==> config.mk <==
export PLATFORM = sky130hd
export DESIGN_NAME = cts_out
export DESIGN_NICKNAME = d
export VERILOG_FILES = /design/src/cts_pkg.sv /design/src/cts_out.sv
export VERILOG_INCLUDE_DIRS = /design/src /design/src/src
export SDC_FILE = /design/constraint.sdc
export NUM_CORES = 1
export LEC_CHECK = 0
export ABC_AREA = 1
export BUFFER_PORTS_ARGS = -buffer_cell sky130_fd_sc_hd__buf_2
export CAP_MARGIN = 20
export CORE_UTILIZATION = 47
export CTS_CLUSTER_SIZE = 8
export DETAILED_ROUTE_END_ITERATION = 12
export GPL_TIMING_DRIVEN = 0
export PLACE_DENSITY_LB_ADDON = 0.25
export RECOVER_POWER = 50
export REMOVE_ABC_BUFFERS = 1
export SETUP_SLACK_MARGIN = 0.5
export SLEW_MARGIN = 10
export SYNTH_ARGS = -nofsm -noshare
export SYNTH_HDL_FRONTEND = slang
export SYNTH_SLANG_ARGS = --single-unit
==> constraint.sdc <==
create_clock -name clk -period 10.8 [get_ports clk]
set_clock_uncertainty 0.15 [all_clocks]
set_input_delay 1.08 -clock clk [delete_from_list [all_inputs] [get_ports clk]]
set_output_delay 1.08 -clock clk [all_outputs]
set_load 0.02 [all_outputs]
==> src/cosine_taylor_series_top_macros.svh <==
// Assertion helpers shared by the cosine pipeline modules.
// Both expect clk and rst_n in the enclosing module.
`ifndef COSINE_TAYLOR_SERIES_TOP_MACROS_SVH
`define COSINE_TAYLOR_SERIES_TOP_MACROS_SVH

// Same-cycle implication.
`define CTS_ASSERT_IMP(label, ante, cons, msg) \
    label: assert property (@(posedge clk) disable iff (!rst_n) (ante) |-> (cons)) \
        else $error(msg);

// Next-cycle implication.
`define CTS_ASSERT_NXT(label, ante, cons, msg) \
    label: assert property (@(posedge clk) disable iff (!rst_n) (ante) |=> (cons)) \
        else $error(msg);

`endif

==> src/cts_pkg.sv <==
package cts_pkg;

    localparam int NUM_TERMS_DEF     = 11;
    localparam int OUT_FRAC_BITS_DEF = 16;

    localparam int ANGLE_W    = 18;
    localparam int ANGLE_FRAC = 8;
    localparam int Q_W        = 64;
    localparam int HALF_W     = 32;
    localparam int MAG_W      = 63;
    localparam int MUL_LAT    = 3;
    localparam int DEG2RAD_W  = 28;
    localparam int PROD_W     = ANGLE_W + DEG2RAD_W;

    typedef logic signed [Q_W-1:0]     q32_t;
    typedef logic        [MAG_W-1:0]   qmag_t;
    typedef logic signed [ANGLE_W-1:0] angle_t;

    // +/-360 degrees with 8 fraction bits
    localparam angle_t ANGLE_LIMIT = 18'sd92160;
    // round(pi/180 * 2^32)
    localparam logic signed [DEG2RAD_W-1:0] DEG2RAD_Q32 = 28'sd74961321;
    localparam qmag_t MAG_LIMIT = qmag_t'(1) << 62;
    localparam q32_t  ONE_Q32   = q32_t'(1) << HALF_W;
    // largest |x| in Q32 after conversion of a clamped angle
    localparam q32_t  X_MAX     = 64'sd26986075560;

    // round(2^32 / ((2n-1)(2n))), zero where no term exists
    function automatic logic [HALF_W-1:0] recip_q32(input int n);
        logic [HALF_W-1:0] r;
        unique case (n)
            1:       r = 32'd2147483648;
            2:       r = 32'd357913941;
            3:       r = 32'd143165577;
            4:       r = 32'd76695845;
            5:       r = 32'd47721859;
            6:       r = 32'd32537631;
            7:       r = 32'd23598721;
            8:       r = 32'd17895697;
            9:       r = 32'd14035841;
            10:      r = 32'd11302546;
            11:      r = 32'd9296466;
            12:      r = 32'd7780738;
            13:      r = 32'd6607642;
            14:      r = 32'd5681174;
            15:      r = 32'd4936744;
            default: r = '0;
        endcase
        return r;
    endfunction

endpackage

==> src/cts_out.sv <==
`include "cosine_taylor_series_top_macros.svh"

// Round Q32 down to the output format and clamp to +/-1.0.
module cts_out
    import cts_pkg::*;
#(
    parameter int OUT_FRAC_BITS = OUT_FRAC_BITS_DEF
)
(
    input  logic                         clk,
    input  logic                         rst_n,
    input  logic                         en,
    input  logic                         in_valid,
    input  q32_t                         acc,
    output logic                         out_valid,
    output logic signed [OUT_FRAC_BITS+1:0] cos_value
);

    localparam int OUT_W = OUT_FRAC_BITS + 2;
    localparam int SHIFT = HALF_W - OUT_FRAC_BITS;
    localparam logic signed [OUT_W-1:0] OUT_ONE = {2'b01, {OUT_FRAC_BITS{1'b0}}};

    logic                    v1_reg, valid_reg;
    logic [Q_W-1:0]          amag_reg, amag_next;
    logic                    aneg_reg;
    logic [Q_W-1:0]          shifted, lim, m;
    logic signed [OUT_W-1:0] res_reg, res_next;

    always_comb
    begin
        amag_next = acc[Q_W-1] ? Q_W'(-acc) : Q_W'(acc);

        shifted  = (amag_reg + (Q_W'(1) << (SHIFT-1))) >> SHIFT;
        lim      = Q_W'(1) << OUT_FRAC_BITS;
        m        = (shifted > lim) ? lim : shifted;
        res_next = aneg_reg ? -OUT_W'(m) : OUT_W'(m);
    end

    always_ff @(posedge clk or negedge rst_n)
    begin
        if (!rst_n)
        begin
            v1_reg    <= 1'b0;
            valid_reg <= 1'b0;
        end
        else if (en)
        begin
            v1_reg    <= in_valid;
            valid_reg <= v1_reg;
        end
    end

    always_ff @(posedge clk)
    begin
        if (en)
        begin
            amag_reg <= amag_next;
            aneg_reg <= acc[Q_W-1];
            res_reg  <= res_next;
        end
    end

    assign out_valid = valid_reg;
    assign cos_value = res_reg;

    `CTS_ASSERT_NXT(a_out_clamp, en && v1_reg && (amag_reg >= Q_W'(ONE_Q32)), (res_reg == OUT_ONE) || (res_reg == -OUT_ONE), "series beyond one not clamped")

endmodule

== Word level (Yosys, flattened, before mapping) ==
Cells that the tools add are included.

* Flip-flop bits (word level): 85
* Bits of input ports: 68
* Output and inout bits: 19
* Word-level logic and storage cells: 13

* Add/subtract/negate cells: 3
* Order comparisons: 1
* Multiplexer cells: 3

{| class="wikitable"
|+ Operators by type and width
! kind !! count
|-
| 64-bit by 16-bit adder with 64-bit output, second input constant || 1
|-
| 64-bit negator || 1
|-
| 63-bit 2-to-1 mux || 1
|-
| 48-bit by 17-bit > comparator with 1-bit output, second input constant || 1
|-
| 18-bit 2-to-1 mux || 2
|-
| 18-bit negator || 1
|}

== Depth between registers and ports, before layout ==
Gate-level depths: netlist (run 1).

* Depth in word-level cells: 5
* Mapped depth: 27
* Depth with buffers taken out: 27

== Worst setup path before layout (run 1) ==
No wires, ideal clock.

* Path type: reg-to-reg
* Start point: register amag_reg[15]
* End point: register res_reg[8] (netlist: cos_value[8]), data pin
* Setup time: 0.260 ns
* Arrival: 3.022 ns
* Data required time: 10.390 ns
* Path slack: 7.368 ns
* Stages on the path, launching flop included: 23
* Path buffers: 1
* Clock period less this slack: 3.432 ns
* Path through: edfxtp_1 > ha_1 > nand2_1 > nor2_2 > nand2_2 > nor2_2 > buf_6 > nand3_2 > xor2_1 > inv_1 > nor2_1 > nand3_1 > nor2_4 > nand2_4 > nor2_1 > inv_1 > ha_1 > or2_2 > nand2_1 > clkinv_1 > nand2_2 > nor2_1 > xor2_1

* Word-level cells in the longest chain between the ends: 5

{| class="wikitable"
|+ Ends and longest elaborated chain
! what !! line !! source
|-
| from (decl) || cts_out.sv:24 || <nowiki>logic [Q_W-1:0] amag_reg, amag_next;</nowiki>
|-
| from (signal assigned) || cts_out.sv:57 || <nowiki>amag_reg <= amag_next;</nowiki>
|-
| 64-bit by 16-bit adder with 64-bit output (*) || cts_out.sv:33 || <nowiki>shifted = (amag_reg + (Q_W'(1) << (SHIFT-1))) >> SHIFT;</nowiki>
|-
| 48-bit by 17-bit > comparator with 1-bit output || cts_out.sv:35 || <nowiki>m = (shifted > lim) ? lim : shifted;</nowiki>
|-
| 18-bit 2-to-1 mux (*) || cts_out.sv:35 ||
|-
| net m[0] || cts_out.sv:26 || <nowiki>logic [Q_W-1:0] shifted, lim, m;</nowiki>
|-
| 18-bit negator (*) || cts_out.sv:36 || <nowiki>res_next = aneg_reg ? -OUT_W'(m) : OUT_W'(m);</nowiki>
|-
| 18-bit 2-to-1 mux (*) || cts_out.sv:36 ||
|-
| net res_next[8] || cts_out.sv:27 || <nowiki>logic signed [OUT_W-1:0] res_reg, res_next;</nowiki>
|-
| to (signal assigned) || cts_out.sv:59 || <nowiki>res_reg <= res_next;</nowiki>
|-
| to (decl) || cts_out.sv:27 ||
|}

The timed path passes the listed nets; every way through them passes the cells marked *.
A chain may end at the register's enable or synchronous reset.

== Worst setup path after layout (run 1) ==
* Start point: register amag_reg[15]
* End point: register res_reg[12] (netlist: cos_value[12]), data pin

The elaborated chain is that of the path after synthesis.

==> results.cfg, run 1 <==
[run_status]
status = finished with violations
violations = max-capacitance violations, max-slew violations

[clocking]
numCtsBuffers = 9
htreeDepth = 3
clockBufferDepth = 2
post-cts-setup-buffer-count = 0
clk_pin_slew_ns = 0.06
cts.sinks = 70
cts_tree = built
clk_latency_ns = 0.34
clock-root-buffer = clkbuf_16
hold_buffers = 0
cts_resized = 0

[setup_path]
start_kind = register
required_ns = 10.75
critical_path_class = register to register
arrival_ns = 4.30
critPathMaxFanout = 11
end_kind = register

[final_layout]
nets = 1140
stdcell_area_um2 = 7341
largest_register_ffs = 49
num-fill-cells = 1372
drive_gt1_share_pct = 12.28
area_delta_synth_final_pct = 13.97
diodes = 0
finalNonFillerCells = 1251

[global_route]
grt.overflow.total = 0
antenna_found_initial = 0
groute.usage.overall_pct = 26.80
grt_pass1_wl_mm = 29.72
grt_max_degree = 51
grt_pass1_vias = 6137

[sta]
tightest_slew_ns = 2.461
setup_viol = 0
relSlewSlack_pct = -64.10
whs_ns = 0.3601
fin_crit_ns = 4.355
max_freq_mhz = 229.6
drv_slew = 51
rsz0062_at_grt = no
setup-tns-final_ns = 0
period_share_pct = 40.33
finalHoldViolations = 0

[detailed_routing]
wl_per_cell_um = 14.48
antenna_left = 0
via_per_inst = 5.193
first_pass_iters = 7
drcViolationCount = 0
drt_iter0_drc = 430
drt-total-wl_mm = 18.11
via_count = 6496

[power]
powerDensity_nw_per_um2 = 111.3
cellLeakagePower_uw = 0.003217
ir_drop_v = 0.00007134

[place]
place_hpwl_mm = 15.14
placed_cells = 1235
numPortBuffers = 86
place.gp.congestion = 0.9945
placed_area_um2 = 7079

[floorplan]
start_util_pct = 48.45
die_w_um = 119.1
dieArea_um2 = 14180
io_pins = 87
die_h_um = 119.1
row_count = 42
design.core.area_um2 = 13300

[synthesis]
synthDistinctLibCells = 40
ys_seq_area_share_pct = 32.48
syn_area_um2 = 6441
synth_edf_count = 68
synthFlopType = edfxtp_1
synth_seq_cells = 70
synth.avg_cell_area_um2 = 6.579
syn_inst = 979
async_flop_share_pct = 2.857
yosysWarnings = 0

[min_path]
hp-class = primary input to asynchronous set/reset pin

[job]
drv_cap = 1
kinds of logic (layout without fill, tap and decap cells):
| family | Yosys count | after routing | share of synthesized area [%] |
|---|---|---|---|
| simple gates | 655 | 655 | 44.83 |
| fa+ha+maj | 2 | 2 | 0.3884 |
| xor+xnor | 73 | 73 | 9.926 |
| compound gates | 54 | 54 | 4.837 |
| buf+inv | 125 | 221 | 7.537 |
| flops | 70 | 70 | 32.48 |
where the power goes:
part           switching [uW]  internal [uW]  leakage [uW]
clock network             124            180      0.000144
logic                     105           53.4       0.00237
registers                27.6            327      0.000703
total                     257            560       0.00322
synth_stat cells, drive strengths merged, types with 2 or more instances:
master | n | area share [%]
nand3 | 70 | 5.7
a21oi | 11 | 0.91
nor4b | 2 | 0.27
nand4 | 36 | 3.5
clkbuf | 4 | 0.23
xor2 | 43 | 5.8
ha | 2 | 0.39
and3 | 2 | 0.19
inv | 117 | 6.8
edfxtp | 68 | 32
dfrtp | 2 | 0.78
nor4 | 8 | 0.78
xnor2 | 30 | 4.1
nor3b | 2 | 0.23
nor3 | 17 | 1.3
or2 | 2 | 0.19
o21ai | 29 | 2.3
o211ai | 8 | 0.93
nand3b | 12 | 1.4
nand2 | 307 | 18
nor2 | 196 | 13
buf | 3 | 0.43
cell usage in the layout (no fill, tap or decap), drive strengths merged, types with 11 or more instances in the layout:
| cell type | count |
|---|---|
| clkbuf | 18 |
| nand3 | 70 |
| nand3b | 12 |
| nor3 | 17 |
| nor2 | 196 |
| nand4 | 36 |
| nand2 | 307 |
| xnor2 | 30 |
| xor2 | 43 |
| inv | 119 |
| o21ai | 29 |
| a21oi | 11 |
| edfxtp | 68 |
| buf | 78 |
path summary, 6_finish.rpt:
kind	from	endpoint	slack, ns	cells after the start
worst max-delay path	amag_reg[15]	cos_value[12]	6.44	22
worst min-delay path	rst_n	v1_reg	0.36	1
worst max register to register	amag_reg[15]	cos_value[12]	6.44	22
worst min register to register	v1_reg	out_valid	0.36	2
max in group asynchronous	rst_n	out_valid	10.02	1
min in group clk	v1_reg	out_valid	0.36	2
cell type report:
class                           count  area, um^2  area share (%)
Sequential cell                    70        2092           28.50
Clock inverter                      7       72.57          0.9886
Multi-Input combinational cell    784        3864           52.63
Tap cell                          176       220.2           3.000
Inverter                          118       442.9           6.034
Timing Repair Buffer               87       424.2           5.778
Clock buffer                        9       225.2           3.068
metrics by stage:
| stage | setup slack, ns | util [%] | total power (uW) |
|---|---|---|---|
| after CTS | 6.478 | 55.49 | 818.6 |
| after floorplan | 7.239 | - | 452.2 |
| after global placement | 6.569 | 53.02 | 514.0 |
| final | 6.445 | 55.21 | 816.8 |
| after detailed placement | 6.480 | 53.25 | 516.3 |
| after global routing | 6.040 | 55.21 | 852.8 |
worst max-delay path, cell delays in order, from the launching register on:
cell and delay, ns:
edfxtp_1 0.39, ha_1 0.24, nand2_1 0.08, nor2_2 0.14, nand2_2 0.09, nor2_2 0.44, nand3_2 0.17, xor2_1 0.30
inv_1 0.11, nor2_1 0.17, nand3_1 0.14, nor2_4 0.27, nand2_4 0.13, nor2_1 0.15, inv_1 0.06, ha_1 0.22
or2_2 0.32, nand2_1 0.11, clkinv_1 0.09, nand2_2 0.10, nor2_2 0.08, nand4_1 0.08, nand2_1 0.05
layer usage:
layer  track usage (%)  wire [um]  vias up
li1                  -          -     3367
met1             35.69       8270     2854
met2             42.95       8006      232
met3             3.592       1120       43
met4             12.66        716        0
met5                 0          0        -
Note: power is estimated with default switching activity, not from simulation.
==> run 2, diff against run 1 <==
--- a/config.mk
+++ b/config.mk
@@ -6,7 +6,7 @@
 export SDC_FILE = /design/constraint.sdc
 export NUM_CORES = 1
 export LEC_CHECK = 0
-export ABC_AREA = 1
+export ABC_AREA = 0
 export BUFFER_PORTS_ARGS = -buffer_cell sky130_fd_sc_hd__buf_2
 export CAP_MARGIN = 20
 export CORE_UTILIZATION = 47
==> constraint.sdc (replaced) <==
create_clock -name clk -period 3.94 [get_ports clk]
set_clock_uncertainty 0.15 [all_clocks]
set_input_delay 0.394 -clock clk [delete_from_list [all_inputs] [get_ports clk]]
set_output_delay 0.394 -clock clk [all_outputs]
set_load 0.02 [all_outputs]
==> results.cfg, run 2 <==
[sta]
fin_crit_ns = 4.236
relSlewSlack_pct = -29.91
period_share_pct = 107.5
setup_viol = 7
setup-tns-final_ns = -1.743
rsz0062_at_grt = yes
fin_ws_ns = -0.2959
finalHoldViolations = 0
tightest_slew_ns = 1.949
max_freq_mhz = 236.1
drv_slew = 122

[synthesis]
yosysWarnings = 0
synth.most_common_cell = xnor2_1
synthTopCellsByArea = edfxtp_1, xnor2_1, o21ai_0
synth_edf_count = 68
synth_top_cell_area_share_pct = 39.75
syn_inst = 544
synth.avg_cell_area_um2 = 9.444
syn_area_um2 = 5137
yosys.area.top_type = edfxtp_1
ys_seq_area_share_pct = 40.72
synth_common_cells = xnor2_1, edfxtp_1, o21ai_0
synthDistinctLibCells = 61
async_flop_share_pct = 2.857
synth_seq_cells = 70
synthFlopType = edfxtp_1

[floorplan]
start_util_pct = 49.10
die_w_um = 106.6
io_pins = 87
dieArea_um2 = 11350
design.core.area_um2 = 10460
row_count = 37
die_h_um = 106.6

[job]
drv_cap = 2

[place]
place.gp.congestion = 0.9064
numPortBuffers = 86
place_hpwl_mm = 8.928
placed_area_um2 = 5663

[run_status]
violations = max-capacitance violations, max-slew violations, negative setup slack
status = finished with violations

[power]
power.total_uw = 2087
cellLeakagePower_uw = 0.002378
ir_drop_v = 0.0001693
powerDensity_nw_per_um2 = 307.4

[global_route]
grt.overflow.total = 0
grt.busiest_layer = met2
globalRouteMet3Util_pct = 2.882
groute.usage.overall_pct = 24.47
grt_pass1_wl_mm = 22.00
use_met1_pct = 32.82
grt_max_degree = 71
grt_use_met2_pct = 38.68
grt_pass1_vias = 4562
antenna_found_initial = 0

[min_path]
hp-class = primary input to register
min_to = v1_reg
min_path_cells = 2
hp-start = in_valid

[final_layout]
regArea_um2 = 2092
final_common_cell = buf_2
area_delta_synth_final_pct = 32.15
stdcell_area_um2 = 6789
num-fill-cells = 851
multiInputGateArea_um2 = 3342
diodes = 0
layout_common_cells = buf_2, xnor2_1, edfxtp_1
drive_gt1_share_pct = 33.19
largest_register_ffs = 49
nets = 746
fin_util_pct = 64.89

[detailed_routing]
antenna_left = 0
via_per_inst = 5.939
drt_iter0_drc = 340
via_count = 4852
wl_per_cell_um = 16.25
drcViolationCount = 0
first_pass_iters = 5
drt-total-wl_mm = 13.28

[setup_path]
cp_cell_sequence = buf_6, ha_4, nand3_4, nor4_4, buf_4, nand4_1, xnor2_1, or4_4, nor3_4, and3_4, inv_2, ha_4, and3_4, nor3_4, o31ai_4, nand3_1, o21ai_1, xnor2_1, o21ai_1
cp_slowest_stage_delay_ns = 0.56
r2r-end = cos_value[8]
required_ns = 3.88
critical_path_class = register to register
rr_startpoint = amag_reg[16]
r2r_slack_ns = -0.30
critPathTopFamily = simple AND/OR/NAND/NOR gates
slowest_stage = or4_4
end_kind = register
crit_buf_inv = 3
rr_worst_depth = 19
critPathMaxFanout = 6
arrival_ns = 4.18
start_kind = register

[clocking]
clk_latency_ns = 0.36
clock-root-buffer = clkbuf_8
cts_tree = built
cts.sinks = 70
clockBufferDepth = 2
clk_pin_slew_ns = 0.07
htreeDepth = 3
numCtsBuffers = 9
-- run 2: cell type report --
class | instances | share of cell area [%]
Timing Repair Buffer | 147 | 13.80
Inverter | 9 | 0.4976
Multi-Input combinational cell | 439 | 49.23
Clock inverter | 6 | 1.272
Sequential cell | 70 | 30.81
Tap cell | 136 | 2.506
Clock buffer | 10 | 1.880
-- run 2: power breakdown --
part / leakage [uW] / internal (uW) / total, uW / switching (uW)
registers: 0.000703 / 897 / 968 / 71.5
logic: 0.00157 / 223 / 489 / 266
clock network: 0.000106 / 355 / 630 / 275
-- run 2: logic make-up (layout without fill, tap and decap cells) --
logic type / after synthesis / after routing / synth area share (%)
flops: 70 / 70 / 40.72
compound gates: 112 / 112 / 14.32
buf+inv: 35 / 172 / 2.655
simple gates: 236 / 236 / 26.42
fa+ha+maj: 2 / 2 / 0.4870
mux: 6 / 6 / 1.242
xor+xnor: 83 / 83 / 14.15
-- run 2: through the flow --
stage	setup WS, ns	hold slack (ns)	cells
after detailed placement	-1.726	0.03050	742
final	-0.2959	0.1141	817
after CTS	-0.2160	0.1077	813
after global placement	-2.446	0.02836	740
after floorplan	-0.9146	-0.05159	518
after global routing	-0.5165	0.1276	817
-- run 2: how the worst max path moves through the flow --
stage / start / endpoint / cells after the start
after floorplan: amag_reg[24] / cos_value[8] / 15
after global placement: amag_reg[24] / cos_value[8] / 17
after detailed placement: amag_reg[24] / cos_value[8] / 17
after CTS: amag_reg[16] / cos_value[8] / 19
after global routing: amag_reg[16] / cos_value[8] / 19
final: amag_reg[16] / cos_value[8] / 19
-- run 2: routing by layer --
| metal | vias up | wire length (um) |
|---|---|---|
| li1 | 2369 | - |
| met3 | 26 | 566 |
| met5 | - | 0 |
| met2 | 148 | 6342 |
| met1 | 2309 | 5987 |
| met4 | 0 | 380 |
-- run 2: repair_timing --
item / in CTS / in global routing
endpoints found under the hold margin: 2 / 0
pin swaps: 43 / 8
hold buffers: 1 / 0
setup endpoints to repair: 20 / 22
setup buffers: 54 / 4
resized for setup: 76 / 16
